<file path="src/rtl/core/hthl_pkg.sv">
package hthl_pkg;

   localparam int SLOT_BITS_DEF   = 15;
   localparam int MAX_ENTRIES_DEF = 256;
   localparam int MAX_LEN_DEF     = 255;

   localparam logic [31:0] FNV_BASIS = 32'h811c_9dc5;
   localparam logic [31:0] FNV_PRIME = 32'h0100_0193;

   typedef enum logic {
      CMD_LOOKUP = 1'b0,
      CMD_INSERT = 1'b1
   } cmd_type;

endpackage

</file>
<file path="src/rtl/core/hthl_front.sv">
module hthl_front #(
   parameter int MAX_ENTRIES = hthl_pkg::MAX_ENTRIES_DEF,
   parameter int MAX_LEN     = hthl_pkg::MAX_LEN_DEF,
   parameter int LEN_W       = $clog2(MAX_LEN + 1)
) (
   input  logic              clock,
   input  logic              reset,
   input  logic              req_valid,
   input  logic              req_ready,
   input  logic              req_cmd,
   input  logic [7:0]        req_data_byte,
   input  logic              req_last,
   input  logic [7:0]        req_entry_index,
   output logic              tok_push,
   output logic              tok_cmd,
   output logic [7:0]        tok_index,
   output logic [31:0]       tok_hash,
   output logic [LEN_W-1:0]  tok_len
);
   import hthl_pkg::*;

   logic [31:0]      hash_ff, hash_in;
   logic [LEN_W-1:0] cnt_ff, cnt_in;
   logic [7:0]       folded;
   logic [31:0]      h_next;
   logic [LEN_W-1:0] len_next;
   logic             accept;
   logic             idx_ok;

   assign accept = req_valid && req_ready;

   // ASCII lower case to upper case
   assign folded = (req_data_byte >= 8'h61 && req_data_byte <= 8'h7a)
                   ? req_data_byte - 8'h20 : req_data_byte;

   assign h_next   = (hash_ff ^ {24'h0, folded}) * FNV_PRIME;
   assign len_next = (cnt_ff == LEN_W'(MAX_LEN)) ? cnt_ff : cnt_ff + 1'b1;
   assign idx_ok   = {24'h0, req_entry_index} < 32'(MAX_ENTRIES);

   // out-of-range inserts are dropped here, they never reach the store
   assign tok_push  = accept && req_last
                      && (cmd_type'(req_cmd) == CMD_LOOKUP || idx_ok);
   assign tok_cmd   = req_cmd;
   assign tok_index = req_entry_index;
   assign tok_hash  = h_next;
   assign tok_len   = len_next;

   always_comb begin
      hash_in = hash_ff;
      cnt_in  = cnt_ff;
      if (accept) begin
         if (req_last) begin
            hash_in = FNV_BASIS;
            cnt_in  = '0;
         end else begin
            hash_in = h_next;
            cnt_in  = len_next;
         end
      end
   end

   always_ff @(posedge clock) begin
      if (reset) begin
         hash_ff <= FNV_BASIS;
         cnt_ff  <= '0;
      end else begin
         hash_ff <= hash_in;
         cnt_ff  <= cnt_in;
      end
   end

endmodule

</file>
<file path="config.mk">
export PLATFORM = sky130hd
export DESIGN_NAME = hthl_front
export DESIGN_NICKNAME = d
export VERILOG_FILES = /design/src/rtl/core/hthl_pkg.sv /design/src/rtl/core/hthl_front.sv
export SDC_FILE = /design/constraint.sdc
export NUM_CORES = 1
export LEC_CHECK = 0
export BUFFER_PORTS_ARGS = -buffer_cell sky130_fd_sc_hd__buf_2
export CORE_MARGIN = 2
export CORE_UTILIZATION = 55
export CTS_CLUSTER_DIAMETER = 40
export DETAILED_ROUTE_END_ITERATION = 7
export HOLD_SLACK_MARGIN = 0.05
export PLACE_DENSITY = 0.75
export SLEW_MARGIN = 20
export SYNTH_ARGS = -nofsm -noshare
export SYNTH_HDL_FRONTEND = slang
export SYNTH_SLANG_ARGS = --single-unit
</file>
<file path="constraint.sdc">
create_clock -name clock -period 10.5 [get_ports clock]
set_input_delay 2.1 -clock clock [delete_from_list [all_inputs] [get_ports clock]]
set_output_delay 2.1 -clock clock [all_outputs]
set_load 0.05 [all_outputs]
</file>
== Yosys cells after proc, flatten, opt, wreduce, memory -nomap -nowiden ==
Cells that the tools add are included.

* Bits of input ports: 22
* Register bits after elaboration: 40
* Output and inout bits: 50

* Reductions and logical operators: 3
* Multiplexer cells: 4
* Order comparisons: 2
* Bitwise logic cells: 1
* Add/subtract/negate cells: 2
* Equality and inequality tests: 1
* $mul: 1

{| class="wikitable"
|+ Operators by type and width
! operator !! number
|-
| $mul A32 B25 Y32 const B || 1
|-
| $mux W32 || 1
|-
| $xor A32 B8 Y32 || 1
|-
| $mux W8 || 3
|-
| $add A8 B1 Y8 const B || 1
|-
| $eq A8 B8 Y1 const B || 1
|-
| $ge A8 B7 Y1 const B || 1
|-
| $le A8 B7 Y1 const B || 1
|-
| $sub A8 B6 Y8 const B || 1
|-
| $logic_and A1 B1 Y1 || 3
|}

== Logic depth before layout (Yosys ltp) ==
Gate-level depths: netlist of the first run.

* Depth in word-level cells: 6
* Gate-level depth with buffers: 25

== Worst setup path after synthesis of the first run ==
Ideal clock, no wire load.

* Path kind: in2out
* From: input req_data_byte[2]
* To: output tok_hash[28]
* Setup slack: 0.325 ns
* Cell stages on the path: 22
* Required time: 8.400 ns
* Buffers on the path: 0
* Arrival time: 8.075 ns
* Cells stage by stage: or4_1 -> o22ai_1 -> nor2_1 -> nand2_1 -> nand2_1 -> xnor2_1 -> ha_1 -> ha_1 -> fa_1 -> ha_1 -> fa_1 -> ha_1 -> inv_1 -> fa_1 -> inv_1 -> ha_1 -> nand3_1 -> a21o_1 -> a21boi_0 -> a311oi_4 -> o41ai_1 -> xor2_1

* Longest elaborated chain between the ends: 5
* Elaborated cells on any way between the ends: 7
* Those cells by class: add/sub (1); mul (1); order compare (2); mux (1); bitwise (1); reduce/logical (1)

{| class="wikitable"
|+ Ends and longest elaborated chain
! what !! line !! source
|-
| from (decl) || hthl_front.sv:11 || <nowiki>input logic [7:0] req_data_byte,</nowiki>
|-
| $ge A8 B7 Y1 or $le A8 B7 Y1 (tied branches) || hthl_front.sv:33 || <nowiki>assign folded = (req_data_byte >= 8'h61 && req_data_byte <= 8'h7a)</nowiki>
|-
| $logic_and A1 B1 Y1 || hthl_front.sv:33 ||
|-
| $mux W8 (*) || hthl_front.sv:34 || <nowiki>? req_data_byte - 8'h20 : req_data_byte;</nowiki>
|-
| $xor A32 B8 Y32 (*) || hthl_front.sv:36 || <nowiki>assign h_next = (hash_ff ^ {24'h0, folded}) * FNV_PRIME;</nowiki>
|-
| $mul A32 B25 Y32 (*) || hthl_front.sv:36 ||
|-
| to (decl) || hthl_front.sv:17 || <nowiki>output logic [31:0] tok_hash,</nowiki>
|}

Mark *: on every way between the ends. The rest lies on a longest branch, timed or not.

== Final worst setup path of the first run ==
* From: input req_data_byte[2]
* To: output tok_hash[22]

The elaborated chain is that of the path after synthesis.

==> flow_metrics.py, run 1 <==
metrics = {
    "timing": {
        "postLayoutSetupSlackWorst_ns": 0.212,
        "max-slew-margin-rel": 0.317,
        "final.min_clock_period_ns": 10.29,
        "final_setup_violation_count": 0,
        "worstMarginPinSlew_ns": 1.02,
        "period_share": 0.980,
        "fin_setup_tns_ns": 0,
        "fmax_ghz": 0.0972,
        "maxSlewViolCount": 0,
        "finalClockSkew_ns": 0.00738,
        "endpoints_failing_hold": 0,
    },
    "route": {
        "vias": 5680,
        "via_per_inst": 5.34,
        "initialDrtViolationCount": 260,
        "drc": 0,
        "detail_route.wirelength_mm": 16.9,
        "antenna_left": 0,
        "drt-pass1-iter-count": 4,
        "routedWlPerCell_um": 15.9,
    },
    "placed_design": {
        "routabilityCongestion": 0.906,
        "portBuffers": 53,
        "dpl_hpwl_mm": 14.3,
        "dp_slack_ns": 0.119,
    },
    "yosys": {
        "async_flop_share": 0,
        "seq_cells_post_synth": 40,
        "synthCells": 837,
        "synth.yosys.warnings": 0,
        "post_synth_num_cell_types": 53,
        "synth_flop_cell": "sky130_fd_sc_hd__dfxtp_1",
        "synth.cell_area_sq_mm": 0.00745,
        "syn-mean-instance-area_sq_um": 8.90,
        "synth_fp_nets": 1120,
        "yosysSeqAreaShare": 0.107,
        "synth-edff-count": 0,
    },
    "grt": {
        "first_global_vias": 5740,
        "grt_start_max_net_pins": 48,
        "antenna_found_initial": 0,
        "aggregate_global_route_resource_usage": 0.247,
        "wire_length_of_the_first_global_routing_pass_mm": 28.2,
        "grt_overflow": 0,
    },
    "layout": {
        "num-nets-final": 1169,
        "mostFrequentLayoutCell": "sky130_fd_sc_hd__inv_1",
        "mostFrequentLayoutCells": "201 x sky130_fd_sc_hd__inv_1, 186 x sky130_fd_sc_hd__ha_1, 74 x sky130_fd_sc_hd__fa_1",
        "drive_above_1_share": 0.101,
        "n_antenna_cell": 0,
        "area.growth.synth_to_final_pct": 8.68,
        "finish.utilization": 0.612,
    },
    "setup_path": {
        "setup.worst_path.end_class": "primary output",
        "critical_path.startpoint_type": "input pin",
        "timing.setup.critical_path_class": "input pin to primary output",
        "data_arrival_time_at_the_worst_slack_endpoint_ns": 8.19,
        "crit_path_frequent_cell": "sky130_fd_sc_hd__ha_1",
        "required_ns": 8.40,
        "crit_path_cell_trace": "buf_2 > or4_1 > o22ai_1 > nor2_1 > nand2_1 > nand2_1 > xnor2_2 > ha_1 > fa_1 > ha_1 > fa_1 > ha_1 > inv_1 > fa_1 > inv_1 > ha_1 > a21o_1 > a21oi_1 > o21ai_0 > a31o_4 > a311oi_4 > buf_4 > xnor2_1 > buf_2",
        "critPathMaxFanout": 4,
        "slowest_stage_cell_on_the_critical_path": "sky130_fd_sc_hd__fa_1",
        "critPathMaxStageDelay_ns": 0.54,
    },
    "floorplanning": {
        "ioPinCount": 72,
        "initial_core_utilization": 0.563,
        "die-area_sq_mm": 0.0145,
        "core-area_sq_mm": 0.0132,
        "dieWidth_um": 120,
        "floorplan.die.height_um": 120,
        "placement_rows": 42,
    },
    "clock_tree": {
        "clk_path_buf_depth": 2,
        "cts_tree": "done",
        "clock_sink_count": 40,
        "clock_tree.root_cell": "sky130_fd_sc_hd__clkbuf_16",
        "clkTransAtPathRegs_ns": 0.06,
        "h-tree-depth": 2,
        "tritoncts.num_buffers": 5,
        "clk-insertion-delay-late_ns": 0.30,
        "postCtsHoldBufs": 0,
    },
    "job": {
        "cap_viol_max_count": 0,
    },
    "hold_path": {
        "hp-class": "flop to flop",
    },
    "run_status": {
        "run_status": "complete, no violations",
    },
}
## cell usage after synthesis, types with 2 or more instances
library cell	n	share of area
sky130_fd_sc_hd__a21o_1	14	0.014
sky130_fd_sc_hd__a21oi_1	29	0.019
sky130_fd_sc_hd__a22oi_1	14	0.014
sky130_fd_sc_hd__a31oi_1	3	0.0025
sky130_fd_sc_hd__a32o_1	4	0.0054
sky130_fd_sc_hd__and2_1	4	0.0034
sky130_fd_sc_hd__and3_1	2	0.0017
sky130_fd_sc_hd__buf_4	9	0.0091
sky130_fd_sc_hd__clkbuf_1	15	0.0076
sky130_fd_sc_hd__dfxtp_1	40	0.11
sky130_fd_sc_hd__fa_1	74	0.20
sky130_fd_sc_hd__ha_1	187	0.31
sky130_fd_sc_hd__inv_1	201	0.10
sky130_fd_sc_hd__nand2_1	48	0.024
sky130_fd_sc_hd__nand2b_1	3	0.0025
sky130_fd_sc_hd__nand3_1	28	0.019
sky130_fd_sc_hd__nand4_1	3	0.0025
sky130_fd_sc_hd__nor2_1	36	0.018
sky130_fd_sc_hd__nor2b_1	3	0.0025
sky130_fd_sc_hd__nor3_1	9	0.0060
sky130_fd_sc_hd__o21a_1	4	0.0040
sky130_fd_sc_hd__o21ai_0	11	0.0074
sky130_fd_sc_hd__o21ai_1	2	0.0013
sky130_fd_sc_hd__o21bai_1	3	0.0030
sky130_fd_sc_hd__o311ai_1	2	0.0024
sky130_fd_sc_hd__or3_1	4	0.0034
sky130_fd_sc_hd__or4_1	2	0.0020
sky130_fd_sc_hd__xnor2_1	42	0.049
sky130_fd_sc_hd__xor2_1	17	0.020
## layout make-up
cell class | count | area [sq um]
fillers | 1188 | 5140
inverters | 201 | 754
clock inverters | 3 | 23.8
repair buffers | 67 | 375
multi-input cells | 571 | 5800
well taps | 176 | 220
flip-flops and latches | 40 | 801
clock buffers | 5 | 125
## flip-flops by register name (all words and copies together) (netlist names)
| register | cells |
|---|---|
| hash_ff | 32 |
| cnt_ff | 8 |
## routing by layer
| layer | track usage | part of all wire | up-vias |
|---|---|---|---|
| li1 | - | - | 2823 |
| met1 | 0.326 | 0.43 | 2723 |
| met2 | 0.435 | 0.50 | 113 |
| met3 | 0.0193 | 0.047 | 21 |
| met4 | 0.0690 | 0.019 | 0 |
| met5 | 0 | 0 | - |
## final timing paths
kind                         start           end  slack, ns  cells after the start
setup / recovery  req_data_byte[2]  tok_hash[22]       0.21                     24
hold / removal          hash_ff[2]    hash_ff[2]       0.49                      2
setup reg to reg        hash_ff[3]   hash_ff[22]       4.65                     19
hold reg to reg         hash_ff[2]    hash_ff[2]       0.49                      2
## per-stage QoR
| stage | cells | area, sq um | hold WS (ns) |
|---|---|---|---|
| finish | 1063 | 8100 | 0.493 |
| global route | 1063 | 8100 | 0.536 |
| CTS | 1061 | 8050 | 0.499 |
| detailed placement | 1053 | 7900 | 0.490 |
| global placement | 1053 | 7900 | 0.481 |
| floorplan | 837 | 7450 | 0.459 |
## critical path, delay by kind of cell
| family | cells | cell delay [ns] |
|---|---|---|
| buffers and inverters | 5 | 0.73 |
| AOI/OAI and AO/OA | 6 | 1.44 |
| adders and majority gates | 7 | 2.61 |
| and+or+nand+nor | 4 | 0.79 |
| xor gates and xnor gates | 2 | 0.49 |
## kinds of logic after synthesis
family	share of synthesized area
muxes	0.00285
and+or+nand+nor	0.0873
DFF	0.107
xor gates and xnor gates	0.0693
buffers and inverters	0.118
AOI/OAI and AO/OA	0.102
adders and majority gates	0.513
## timing repair
action	4_1_cts	5_1_grt
endpoints found under the setup margin	0	11
gates resized for setup	0	10
setup buffers	0	2
Power of run 1 is not shown: default switching activity piles up to over one toggle a cycle in this logic, so the estimate is an artifact.
==> run 2, diff against run 1 <==
Settings changed: CORE_MARGIN 2 to 3, CORE_UTILIZATION 55 to 35, PLACE_DENSITY 0.75 to not set.
==> run 2 against run 1 <==
Clock skew down 0.0024 ns. Sequential cell count unchanged. Non-clock buffer count unchanged. First-iteration DRC count up 41%. Global-route usage down 8.5 points. Wire length up 9.3%. Maximum frequency up 1.3%. Cell area up 2.1%. Final cell count up 8.8%. Critical path depth unchanged.
==> flow_metrics.py, run 2 (same netlist as run 1, synthesis figures left out) <==
metrics = {
    "floorplanning": {
        "die-area_sq_mm": 0.0231,
        "dieWidth_um": 152,
        "core-area_sq_mm": 0.0206,
        "ioPinCount": 72,
        "floorplan.die.height_um": 152,
        "placement_rows": 52,
        "initial_core_utilization": 0.363,
    },
    "clock_tree": {
        "clock_sink_count": 40,
        "cts_tree": "done",
        "h-tree-depth": 2,
        "clk-insertion-delay-late_ns": 0.30,
        "tritoncts.num_buffers": 5,
        "clock_tree.root_cell": "sky130_fd_sc_hd__clkbuf_16",
        "clk_path_buf_depth": 2,
        "clkTransAtPathRegs_ns": 0.07,
    },
    "grt": {
        "grt_start_max_net_pins": 48,
        "wire_length_of_the_first_global_routing_pass_mm": 30.3,
        "aggregate_global_route_resource_usage": 0.162,
        "first_global_vias": 5712,
        "antenna_found_initial": 0,
        "grt_overflow": 0,
    },
    "setup_path": {
        "cp-startpoint": "req_data_byte[2]",
        "setup.worst_path.end_class": "primary output",
        "timing.critical_path.to": "tok_hash[25]",
        "critical_path.startpoint_type": "input pin",
        "depth_of_the_worst_register_to_register_path": 20,
        "r2r-start": "hash_ff[3]",
        "critPathMaxFanout": 6,
        "reg2reg_setup_slack_ns": 4.57,
        "timing.setup.critical_path_class": "input pin to primary output",
        "timing.rr.end": "hash_ff[25]",
        "required_ns": 8.40,
        "data_arrival_time_at_the_worst_slack_endpoint_ns": 8.05,
    },
    "layout": {
        "drive_above_1_share": 0.105,
        "n_antenna_cell": 0,
        "mostFrequentLayoutCell": "sky130_fd_sc_hd__inv_1",
        "finished_layout_cell_area_sq_mm": 0.00827,
        "largest_register": "hash_ff",
        "area.growth.synth_to_final_pct": 10.9,
        "largest_reg_flops": 32,
        "final_cell_count_no_fill": 1157,
        "top_regs": "hash_ff x32, cnt_ff x8",
        "storage_element_area_sq_um": 801,
        "fillerInstances": 2137,
        "num-nets-final": 1169,
        "mostFrequentLayoutCells": "201 x sky130_fd_sc_hd__inv_1, 187 x sky130_fd_sc_hd__ha_1, 74 x sky130_fd_sc_hd__fa_1",
        "multi_input_comb_area_sq_mm": 0.00582,
    },
    "timing": {
        "finalClockSkew_ns": 0.00499,
        "max-slew-margin-rel": 0.409,
        "final.min_clock_period_ns": 10.15,
        "endpoints_failing_hold": 0,
        "final_setup_violation_count": 0,
        "worstMarginPinSlew_ns": 0.885,
        "fin_setup_tns_ns": 0,
        "maxSlewViolCount": 0,
        "fmax_ghz": 0.0985,
        "period_share": 0.967,
    },
    "placed_design": {
        "postPlaceCellArea_sq_mm": 0.00802,
        "portBuffers": 53,
        "routabilityCongestion": 0.843,
        "placed_cells_incl_taps": 1147,
        "dpl_hpwl_mm": 15.6,
    },
    "route": {
        "routedWlPerCell_um": 16.0,
        "antenna_left": 0,
        "via_per_inst": 4.85,
        "vias": 5606,
        "initialDrtViolationCount": 366,
        "detail_route.wirelength_mm": 18.5,
        "drc": 0,
        "drt-pass1-iter-count": 5,
    },
    "hold_path": {
        "hp-class": "flop to flop",
    },
    "job": {
        "cap_viol_max_count": 0,
    },
    "run_status": {
        "run_status": "complete, no violations",
    },
}
-- run 2: worst min-delay path by stage --
| stage | cells past startpoint | to | slack [ns] | start |
|---|---|---|---|---|
| 3_5_place_dp | 2 | hash_ff[2] | 0.48 | hash_ff[2] |
| 5_1_grt | 2 | hash_ff[2] | 0.51 | hash_ff[2] |
| 3_3_place_gp | 2 | hash_ff[2] | 0.48 | hash_ff[2] |
| 2_1_floorplan | 2 | hash_ff[2] | 0.46 | hash_ff[2] |
| 6_report | 2 | hash_ff[2] | 0.48 | hash_ff[2] |
| 4_1_cts | 2 | hash_ff[2] | 0.49 | hash_ff[2] |
-- run 2: stage by stage --
stage          hold WS, ns  setup WS, ns  utilization
6_report             0.483         0.347        0.402
5_1_grt              0.510       -0.0253        0.402
4_1_cts              0.487        0.0875        0.398
3_5_place_dp         0.478        0.0628        0.390
3_3_place_gp         0.478         0.270        0.390
2_1_floorplan        0.459         0.325            -
-- run 2: per-layer routing --
metal  up-vias  track usage  wire, um
li1       2807            -         -
met1      2660        0.234      8860
met2       119        0.267      8600
met3        20       0.0142       738
met4         0       0.0334       276
met5         -            0         0
-- run 2: area by class of cell --
| type | count | area share |
|---|---|---|
| Clock buffer | 5 | 0.0151 |
| Tap cell | 270 | 0.0409 |
| Clock inverter | 3 | 0.00514 |
| Multi-Input combinational cell | 571 | 0.704 |
| Sequential cell | 40 | 0.0968 |
| Inverter | 201 | 0.0912 |
| Timing Repair Buffer | 67 | 0.0469 |
-- run 2: what timing repair did --
action,in CTS,in global routing
setup buffers,0,1
setup endpoints to repair,0,10
hold endpoints to repair,0,0
hold buffers,0,0
resized for setup,0,16
-- run 2: critical path, cell delays in order --
cell and delay (ns):
sky130_fd_sc_hd__buf_2 0.12, sky130_fd_sc_hd__or4_1 0.53, sky130_fd_sc_hd__o22ai_2 0.17, sky130_fd_sc_hd__nor2_1 0.08
sky130_fd_sc_hd__nand2_1 0.07, sky130_fd_sc_hd__nand2_1 0.13, sky130_fd_sc_hd__xnor2_2 0.18, sky130_fd_sc_hd__ha_1 0.31
sky130_fd_sc_hd__ha_1 0.30, sky130_fd_sc_hd__fa_1 0.48, sky130_fd_sc_hd__ha_1 0.21, sky130_fd_sc_hd__fa_1 0.48
sky130_fd_sc_hd__ha_1 0.28, sky130_fd_sc_hd__inv_1 0.05, sky130_fd_sc_hd__fa_1 0.53, sky130_fd_sc_hd__inv_1 0.04
sky130_fd_sc_hd__ha_1 0.37, sky130_fd_sc_hd__a21oi_1 0.22, sky130_fd_sc_hd__nand2_1 0.10, sky130_fd_sc_hd__o211ai_1 0.28
sky130_fd_sc_hd__a21oi_1 0.15, sky130_fd_sc_hd__a311oi_2 0.39, sky130_fd_sc_hd__xnor2_1 0.19, sky130_fd_sc_hd__buf_2 0.29
Power of run 2 is left out for the same reason.
