**config.mk**
```make
export PLATFORM = sky130hd
export DESIGN_NAME = hthl_queue
export DESIGN_NICKNAME = d
export VERILOG_FILES = /design/src/rtl/core/hthl_queue.sv
export SDC_FILE = /design/constraint.sdc
export NUM_CORES = 1
export LEC_CHECK = 0
export BUFFER_PORTS_ARGS = -buffer_cell sky130_fd_sc_hd__clkbuf_2
export CORE_ASPECT_RATIO = 1.75
export CORE_MARGIN = 2
export CORE_UTILIZATION = 40
export CTS_CLUSTER_DIAMETER = 200
export DETAILED_ROUTE_END_ITERATION = 16
export PLACE_DENSITY = 0.56
export SETUP_SLACK_MARGIN = 0.15
export SYNTH_ARGS = -nofsm -noshare
export SYNTH_HDL_FRONTEND = slang
export SYNTH_SLANG_ARGS = --single-unit
```
**constraint.sdc**
```tcl
create_clock -name clock -period 1.6 [get_ports clock]
set_input_delay 0.08 -clock clock [delete_from_list [all_inputs] [get_ports clock]]
set_output_delay 0.08 -clock clock [all_outputs]
set_load 0.05 [all_outputs]
```
**src/rtl/core/hthl_queue.sv**
```systemverilog
module hthl_queue #(
   parameter int WIDTH = 8,
   parameter int DEPTH = 4
) (
   input  logic             clock,
   input  logic             reset,
   input  logic             push,
   input  logic [WIDTH-1:0] push_data,
   output logic             room,
   input  logic             pop,
   output logic             head_valid,
   output logic [WIDTH-1:0] head_data
);
   localparam int PTR_W = $clog2(DEPTH);
   localparam int CNT_W = $clog2(DEPTH + 1);

   logic [WIDTH-1:0] slot_ff [DEPTH];
   logic [PTR_W-1:0] wr_ff, wr_in;
   logic [PTR_W-1:0] rd_ff, rd_in;
   logic [CNT_W-1:0] cnt_ff, cnt_in;

   assign room       = cnt_ff != CNT_W'(DEPTH);
   assign head_valid = cnt_ff != '0;
   assign head_data  = slot_ff[rd_ff];

   always_comb begin
      wr_in  = wr_ff;
      rd_in  = rd_ff;
      cnt_in = cnt_ff;
      if (push) begin
         wr_in = (wr_ff == PTR_W'(DEPTH - 1)) ? '0 : wr_ff + 1'b1;
      end
      if (pop) begin
         rd_in = (rd_ff == PTR_W'(DEPTH - 1)) ? '0 : rd_ff + 1'b1;
      end
      if (push && !pop) begin
         cnt_in = cnt_ff + 1'b1;
      end else if (pop && !push) begin
         cnt_in = cnt_ff - 1'b1;
      end
   end

   always_ff @(posedge clock) begin
      if (reset) begin
         wr_ff  <= '0;
         rd_ff  <= '0;
         cnt_ff <= '0;
      end else begin
         wr_ff  <= wr_in;
         rd_ff  <= rd_in;
         cnt_ff <= cnt_in;
      end
   end

   always_ff @(posedge clock) begin
      if (push) begin
         slot_ff[wr_ff] <= push_data;
      end
   end

endmodule

```
; After elaboration in Yosys (flattened, before gate mapping)
; Memories as Yosys holds them, arrays and structs flattened. A register that Yosys moved wholly into a read port is not among the register bits.
; Index checks and enable logic that the tools add are counted.
[classes]
add_sub_neg = 4
n_eq_ne = 3
muxes = 8
n_reduce_logical = 6
[ops]
columns = cell, count
row1 = 2-bit two-way mux, 4
row2 = 3-bit two-way mux, 2
row3 = 2-bit by 1-bit adder with 2-bit output (second input constant), 2
row4 = 2-bit equality test (second input constant), 2
row5 = 3-bit by 1-bit adder with 3-bit output (second input constant), 1
row6 = 3-bit != test (second input constant), 1
row7 = 3-bit nonzero test, 1
row8 = 3-bit by 1-bit subtractor with 3-bit output (second input constant), 1
row9 = 1-bit logical AND, 2
row10 = 1-bit logical NOT, 2
row11 = 1-bit two-way mux, 2
row12 = 2-bit nonzero test, 1
[totals]
register_bits = 7
ram_bits = 32
inputBits = 12
out_inout_bits = 10
n_memories = 1
[memory_table]
columns = memory, depth, word_bits, rd, rd_clocked_by_memory_dff, wr, line
row1 = slot_ff, 4, 8, 1, 1, 1, 17  ; logic [WIDTH-1:0] slot_ff [DEPTH];

; Longest topological paths before layout
; Gate-level depths: netlist (run 1).
[depth]
word_depth = 4
mapped_depth = 7
ltp_nobuf = 7

; Least setup slack after synthesis (run 1)
; No wires, ideal clock.
[synth_timing]
path_type = reg-to-reg
start = reg cnt_ff[0]
end = reg cnt_ff[2]
setup_time_ns = 0.070
t_arrival_ns = 1.318
path_slack_ns = 0.212
path_stages_with_launch = 5
path_buffers = 0
period_less_slack_ns = 1.388
cell_sequence = dfxtp_1 -> fa_1 -> xor2_1 -> or3_1 -> a21oi_1
[synth_via]
elab_chain_len = 3
elab_cells_between_ends = 4
cone_classes = add/sub: 2 / mux: 2
[synth_lines]
columns = item, line
row1 = "start, declared", 20  ; logic [CNT_W-1:0] cnt_ff, cnt_in;
row2 = "start signal, assigned", 51  ; cnt_ff <= cnt_in;
row3 = 3-bit by 1-bit subtractor with 3-bit output, 39  ; cnt_in = cnt_ff - 1'b1;
row4 = 3-bit two-way mux, 38  ; end else if (pop && !push) begin
row5 = 3-bit two-way mux (*), 36  ; if (push && !pop) begin
; Mark *: on every way between the ends. The rest lies on a longest branch, timed or not. The select of a mux whose other input is x is not followed.
; A chain may end at the register's enable or synchronous reset.

==> metrics.log, run 1 <==
INFO  metric critPathLaunchType = flip-flop
INFO  metric worst-endpoint-required = 1.52 ns
INFO  metric cell_count_post_placement = 156
INFO  metric cts_tree = built
INFO  metric timing.final.crit_share = 0.9598
INFO  metric r2r-end = cnt_ff[2]$_SDFFE_PP0P_
INFO  metric final_routed_wirelength_across_all_metal_layers = 2.298 mm
INFO  metric via_per_inst = 4.813
INFO  metric dr.first_iter.drc_count = 11
INFO  metric synth_seq_area_share = 0.7136
INFO  metric detail-route-antenna-nets = 0
INFO  metric ir_drop = 0.0008384 V
INFO  metric remaining_drc_errors = 0
INFO  metric swShare = 0.2695
INFO  metric synth.most_common_cell = sky130_fd_sc_hd__edfxtp_1
INFO  metric synth.yosys.warnings = 0
INFO  metric setup_viol = 0
INFO  metric numCtsBuffers = 5
INFO  metric coreArea = 3866 um^2
INFO  metric synth_cells = 87
INFO  metric crit_path_max_fanout = 8
INFO  metric synth.ff_latch_count = 41
INFO  metric worst_r2r_path_depth = 4
INFO  metric asyncSetResetFlopFracSynth = 0
INFO  metric slowest_stage = sky130_fd_sc_hd__mux4_2
INFO  metric proportion_of_layout_cells_with_a_drive_suffix_above_1 = 0.3644
INFO  metric post_synth_main_area_contributors = sky130_fd_sc_hd__edfxtp_1 60%, sky130_fd_sc_hd__dfxtp_1 11%, sky130_fd_sc_hd__mux4_2 11%
INFO  metric sequentialPowerShare = 0.537
INFO  metric hold_ep = slot_ff[3][1]$_DFFE_PP_
INFO  metric clkLatencyLatePin = 0.29 ns
INFO  metric clock.fmax = 651.2 MHz
INFO  metric total_gr_overflow = 0
INFO  metric final_nets = 136
INFO  metric power_density = 1182 nW/um^2
INFO  metric critical_path_arrival = 1.46 ns
INFO  metric areaGrowthSynthToFinish = 23.16%
INFO  metric slack_of_the_worst_reg_to_reg_path = 0.23 ns
INFO  metric dp_worst_setup_slack = 0.04563 ns
INFO  metric maxSlewHeadroom = 0.7190
INFO  metric track_usage = 0.1223
INFO  metric start_of_the_worst_register_to_register_path = cnt_ff[0]$_SDFFE_PP0P_
INFO  metric placement_rows = 30
INFO  metric cts_max_path_buffers = 2
INFO  metric grt_start_max_net_pins = 14
INFO  metric n_antenna_cell = 0
INFO  metric yosys_most_used_dff = sky130_fd_sc_hd__edfxtp_1
INFO  metric post_route_setup_tns = 0 ns
INFO  metric cts_htree_levels = 2
INFO  metric die_width = 51.80 um
INFO  metric final_critical_path_setup_slack = 0.06426 ns
INFO  metric detail_route.wl_per_cell = 13.84 um
INFO  metric total_leakage_power = 0.7366 nW
INFO  metric hold-path-cell-count = 1
INFO  metric buffer_ports.inserted = 21
INFO  metric intPower = 0.001701 W
INFO  metric worstMarginPinSlew = 0.4215 ns
INFO  metric post-synth-top-area-cell = sky130_fd_sc_hd__edfxtp_1
INFO  metric p_sw = 0.0006276 W
INFO  metric floorplan.initialDensity = 0.4136
INFO  metric clkSinkCount = 41
INFO  metric dr.pass1.iters = 4
INFO  metric first_global_vias = 836
INFO  metric cts_root_buf = sky130_fd_sc_hd__clkbuf_8
INFO  metric die_ar = 4539 um^2
INFO  metric post_layout_nonfiller_instances = 166
INFO  metric criticalPathCategory = reg -> out
INFO  metric post_cts_buffers = 0
INFO  metric delay_of_the_slowest_cell_on_the_worst_path = 0.52 ns
INFO  metric power.total = 0.002328 W
INFO  metric detailroute.via_count = 799
INFO  metric die_y = 87.64 um
INFO  metric dp.final_hpwl = 1.648 mm
INFO  metric worstSetupEndpointType = output pin
INFO  metric power.combinational.fraction = 0.189
INFO  metric finalHoldViolations = 0
INFO  metric report.final.slew_viol_count = 0
INFO  metric power.clock.fraction = 0.274
INFO  metric number_of_antenna_violations_at_the_first_check_in_global_routing = 0
INFO  metric path_cells = buf_12 -> mux4_2 -> buf_8
INFO  metric grt_first_pass_wirelength = 3.857 mm
INFO  metric netlist_area = 1599 um^2
INFO  metric edff_count_synth = 32
INFO  metric top_level_port_count = 22
INFO  metric synth_area_per_cell = 18.38 um^2
INFO  metric hp-start = push_data[1]
INFO  metric syn-num-nets = 106
INFO  metric cap_violations = 0
INFO  metric setup_repair_after_global_routing_missed_its_margin = yes
INFO  metric clkSlewWorstSetupHoldPaths = 0.08 ns
INFO  metric synth.top_cell.area_share = 0.6009
INFO  metric finalClockSkew = 0.002385 ns
INFO  metric post_synth_most_frequent_cells = 32 x sky130_fd_sc_hd__edfxtp_1, 9 x sky130_fd_sc_hd__dfxtp_1, 8 x sky130_fd_sc_hd__mux4_2, 8 x sky130_fd_sc_hd__nor2_1, 6 x sky130_fd_sc_hd__ha_1
INFO  metric worst_hold_path_type = in -> reg
INFO  metric globalplace.congestion = 0.6598
INFO  metric outcome = finished, final reports clean
INFO  metric netlist-cell-type-count = 17
INFO  metric minimum_clock_period_after_layout = 1.536 ns
==> cell type report <==
cell class	count	area, um^2
Clock inverter	3	16.27
Clock buffer	5	68.82
Inverter	4	15.01
Multi-Input combinational cell	40	430.4
Fill cell	323	1897
Tap cell	48	60.06
Sequential cell	41	1146
Timing Repair Buffer	25	232.7
==> critical path: cells and delay by family (launching register included) <==
kind / cells / cell delay [ns]
buf+inv: 2 / 0.30
mux: 1 / 0.52
flops: 1 / 0.34
==> registers in the layout (all words and copies together), names as in the netlist, named ones only <==
name     flops
slot_ff     32
rd_ff        2
wr_ff        2
cnt_ff       3
==> worst max path at each step <==
stage	from	endpoint	slack, ns
floorplan	cnt_ff[0]$_SDFFE_PP0P_	cnt_ff[2]$_SDFFE_PP0P_	0.21
global placement	pop	cnt_ff[2]$_SDFFE_PP0P_	0.12
detailed placement	pop	cnt_ff[2]$_SDFFE_PP0P_	0.05
CTS	flip-flop	head_data[2]	0.03
global route	flip-flop	head_data[4]	0.004
finish	flip-flop	head_data[6]	0.06
==> timing repair <==
| item | 4_1_cts | 5_1_grt |
|---|---|---|
| hold buffers | 2 | 0 |
| resized for setup | 18 | 11 |
| setup endpoints to repair | 9 | 11 |
| hold endpoints to repair | 6 | 0 |
| pin swaps | 0 | 1 |
==> placed cells by master, fill, tap and decap left out, drive strengths merged, types with 2 or more instances in the layout <==
| cell | count |
|---|---|
| clkinv | 2 |
| or3 | 2 |
| dfxtp | 9 |
| a21oi | 2 |
| nor2 | 8 |
| clkbuf | 18 |
| mux4 | 8 |
| and2 | 4 |
| edfxtp | 32 |
| xor2 | 2 |
| buf | 10 |
| mux2i | 4 |
| dlygate4sd3 | 2 |
| inv | 5 |
| ha | 6 |
==> logic make-up after synthesis <==
group                      count (synthesis)  synth area share
DFF                                       41            0.7136
and+or+nand+nor                           16           0.04929
muxes                                     12            0.1377
adders and majority gates                  7           0.05947
buffers and inverters                      6           0.01956
AOI/OAI and AO/OA                          3          0.009387
xor gates and xnor gates                   2           0.01096
==> through the flow <==
stage | util | area, um^2 | hold slack, ns
2_1_floorplan | - | 1599 | 0.1491
3_3_place_gp | 0.4592 | 1775 | 0.2934
3_5_place_dp | 0.4592 | 1775 | 0.3035
4_1_cts | 0.5052 | 1953 | 0.00004668
5_1_grt | 0.5094 | 1969 | 0.009281
6_report | 0.5094 | 1969 | 0.01034
==> layer usage <==
metal,track usage,share of wire,up-vias
li1,-,-,386
met1,0.1361,0.37,387
met2,0.2028,0.55,20
met3,0.03754,0.046,6
met4,0.07177,0.026,0
met5,0,0,-
==> power groups by stage <==
stage          logic, W  registers [W]  clock network [W]
4_1_cts        0.000426        0.00125           0.000660
3_5_place_dp   0.000375        0.00127                  0
3_3_place_gp   0.000368        0.00127                  0
6_report       0.000440        0.00125           0.000637
5_1_grt        0.000475        0.00126           0.000709
2_1_floorplan  0.000291        0.00126                  0
No activity file was read; power rests on OpenSTA's default activity.
==> run 2, diff against run 1 <==
- BUFFER_PORTS_ARGS: -buffer_cell sky130_fd_sc_hd__clkbuf_2 -> unset
- CORE_ASPECT_RATIO: 1.75 -> 0.9
- DONT_BUFFER_PORTS: unset -> 1
- PLACE_DENSITY: 0.56 -> 0.51
- SKIP_LAST_GASP: unset -> 1
==> run 2 against run 1 <==
  * Global-route usage up 0.14 points
  * Clock skew about the same
  * First-iteration DRC count rose to 3.3 times the previous value
  * Core utilization down 1.1 points
  * Largest power group unchanged
==> metrics.log, run 2 (synthesis results as in run 1) <==
INFO  metric final_common_cell = sky130_fd_sc_hd__edfxtp_1
INFO  metric worst_hold_path_type = in -> reg
INFO  metric final_routed_wirelength_across_all_metal_layers = 2.359 mm (+2.7%)
INFO  metric crit_path_max_fanout = 8 (unchanged)
INFO  metric dp.final_hpwl = 1.648 mm (about the same)
INFO  metric clkSinkCount = 41 (unchanged)
INFO  metric number_of_antenna_violations_at_the_first_check_in_global_routing = 0 (unchanged)
INFO  metric final_critical_path_setup_slack = 0.08830 ns (+0.02404 ns)
INFO  metric globalplace.congestion = 0.6531 (-1.0%)
INFO  metric swShare = 0.2683 (-0.001252)
INFO  metric die_ar = 4520 um^2 (-0.43%)
INFO  metric minimum_clock_period_after_layout = 1.512 ns (-0.02404 ns)
INFO  metric final_nets = 127 (-6.6%)
INFO  metric p_sw = 0.0005962 W (-5.0%)
INFO  metric track_usage = 0.1237 (+0.001390)
INFO  metric hold-path-cell-count = 2 (+1)
INFO  metric die_width = 70.65 um (+36%)
INFO  metric clkLatencyLatePin = 0.28 ns (about the same)
INFO  metric worst-endpoint-required = 1.52 ns (about the same)
INFO  metric sequentialPowerShare = 0.562 (+0.025)
INFO  metric die_y = 63.98 um (-27%)
INFO  metric register_containing_the_most_flip_flops_in_the_final_layout = slot_ff
INFO  metric mostFrequentLayoutCells = 32 x sky130_fd_sc_hd__edfxtp_1, 10 x sky130_fd_sc_hd__dlygate4sd3_1, 8 x sky130_fd_sc_hd__mux4_2, 8 x sky130_fd_sc_hd__nor2_1, 7 x sky130_fd_sc_hd__dfxtp_1
INFO  metric power.clock.fraction = 0.276 (+0.002)
INFO  metric cts_htree_levels = 2 (unchanged)
INFO  metric power.combinational.fraction = 0.162 (-0.027)
INFO  metric grt_first_pass_wirelength = 4.002 mm (+3.8%)
INFO  metric cts_tree = built
INFO  metric dr.first_iter.drc_count = 36 (+25)
INFO  metric dp_worst_setup_slack = 0.1454 ns (+0.09977 ns)
INFO  metric maxSlewHeadroom = 0.6846 (-0.03442)
INFO  metric numCtsBuffers = 5 (unchanged)
INFO  metric cts_root_buf = sky130_fd_sc_hd__clkbuf_8
INFO  metric path_cells = buf_12 -> mux4_2
INFO  metric worstSetupEndpointType = output pin
INFO  metric clkSlewWorstSetupHoldPaths = 0.07 ns (about the same)
INFO  metric remaining_drc_errors = 0 (unchanged)
INFO  metric detailroute.via_count = 756 (-5.4%)
INFO  metric timing.final.crit_share = 0.9448 (-0.01502)
INFO  metric largest_reg_flops = 32 (unchanged)
INFO  metric detail-route-antenna-nets = 0 (unchanged)
INFO  metric n_antenna_cell = 0 (unchanged)
INFO  metric setup_repair_after_global_routing_missed_its_margin = yes
INFO  metric power_density = 1178 nW/um^2 (-0.38%)
INFO  metric critical_path_arrival = 1.43 ns (-0.03 ns)
INFO  metric first_global_vias = 823 (-1.6%)
INFO  metric critPathLaunchType = flip-flop
INFO  metric ir_drop = 0.0006129 V (-27%)
INFO  metric floorplan.initialDensity = 0.4226 (+0.009027)
INFO  metric detail_route.wl_per_cell = 15.32 um (+11%)
INFO  metric cts_max_path_buffers = 2 (unchanged)
INFO  metric total_leakage_power = 0.6672 nW (-9.4%)
INFO  metric filler_cell_count_in_the_final_layout = 331 (+2.5%)
INFO  metric cell_count_post_placement = 137 (-12%)
INFO  metric post_route_setup_tns = 0 ns (unchanged)
INFO  metric worstMarginPinSlew = 0.4741 ns (+0.05260 ns)
INFO  metric buffer_ports.inserted = 0 (-100%)
INFO  metric areaGrowthSynthToFinish = 18.00%
INFO  metric post_cts_buffers = 0 (unchanged)
INFO  metric outcome = finished, final reports clean
INFO  metric slowest_stage = sky130_fd_sc_hd__mux4_2
INFO  metric proportion_of_layout_cells_with_a_drive_suffix_above_1 = 0.2222 (-0.1422)
INFO  metric finalHoldViolations = 0 (unchanged)
INFO  metric report.final.slew_viol_count = 0 (unchanged)
INFO  metric finalClockSkew = 0.002837 ns (+0.0004517 ns)
INFO  metric intPower = 0.001626 W (-4.4%)
INFO  metric placement_rows = 21 (-30%)
INFO  metric reg_top3 = slot_ff x32, cnt_ff x3
INFO  metric clock.fmax = 661.5 MHz (+1.6%)
INFO  metric post_layout_nonfiller_instances = 154 (-7.2%)
INFO  metric hold_ws = 0.02151 ns (+0.01117 ns)
INFO  metric top_level_port_count = 22 (unchanged)
INFO  metric total_gr_overflow = 0 (unchanged)
INFO  metric worst_r2r_path_depth = 4 (unchanged)
INFO  metric via_per_inst = 4.909 (+2.0%)
INFO  metric grt_start_max_net_pins = 13 (-1)
INFO  metric dr.pass1.iters = 4 (unchanged)
INFO  metric coreArea = 3784 um^2 (-2.1%)
INFO  metric delay_of_the_slowest_cell_on_the_worst_path = 0.67 ns (+0.15 ns)
INFO  metric cap_violations = 0 (unchanged)
INFO  metric setup_viol = 0 (unchanged)
INFO  metric power.total = 0.002222 W (-4.6%)
INFO  metric criticalPathCategory = reg -> out
-- run 2: per-layer routing --
| layer | vias to the layer above | global-route usage | part of all wire |
|---|---|---|---|
| li1 | 367 | - | - |
| met1 | 366 | 0.1403 | 0.43 |
| met2 | 18 | 0.2005 | 0.50 |
| met3 | 5 | 0.05205 | 0.050 |
| met4 | 0 | 0.06368 | 0.019 |
| met5 | - | 0 | 0 |
-- run 2: final timing paths --
path	slack, ns	endpoint	start
worst min register to register	0.53	cnt_ff[2]$_SDFFE_PP0P_	cnt_ff[2]$_SDFFE_PP0P_
worst max-delay path	0.09	head_data[5]	flip-flop
worst max register to register	0.22	cnt_ff[2]$_SDFFE_PP0P_	cnt_ff[0]$_SDFFE_PP0P_
worst min-delay path	0.02	rd_ff[1]$_SDFFE_PP0P_	pop
-- run 2: cell type report --
cell class | count | area [um^2] | share of cell area
clock inverter | 2 | 11.26 | 0.005968
multi-input combinational | 40 | 432.9 | 0.2294
sequential | 41 | 1144 | 0.6061
inverter | 4 | 15.01 | 0.007958
tap | 46 | 57.56 | 0.03050
timing repair buffer | 16 | 157.7 | 0.08355
clock buffer | 5 | 68.82 | 0.03647
-- run 2: timing repair --
item,CTS,global route
gates resized for setup,4,3
hold buffers,10,0
pin swaps,0,1
endpoints found under the setup margin,9,9
cloned,0,0
endpoints found under the hold margin,41,0
-- run 2: through the flow --
| step | area (um^2) | util |
|---|---|---|
| after CTS | 1876 | 0.4957 |
| after floorplan | 1599 | - |
| final | 1887 | 0.4987 |
| after detailed placement | 1685 | 0.4454 |
| after global placement | 1685 | 0.4454 |
| after global routing | 1887 | 0.4987 |
-- run 2: power by group through the flow --
stage	Clock, W	Combinational, W	Sequential [W]
6_report	0.000613	0.000360	0.00125
5_1_grt	0.000695	0.000391	0.00126
4_1_cts	0.000641	0.000360	0.00125
3_5_place_dp	0	0.000326	0.00127
3_3_place_gp	0	0.000323	0.00127
2_1_floorplan	0	0.000291	0.00126
-- run 2: worst max-delay path: cells and delay by family (launching register included) --
kind	cells	cell delay, ns
buffers and inverters	1	0.14
multiplexers	1	0.67
flip-flops	1	0.34
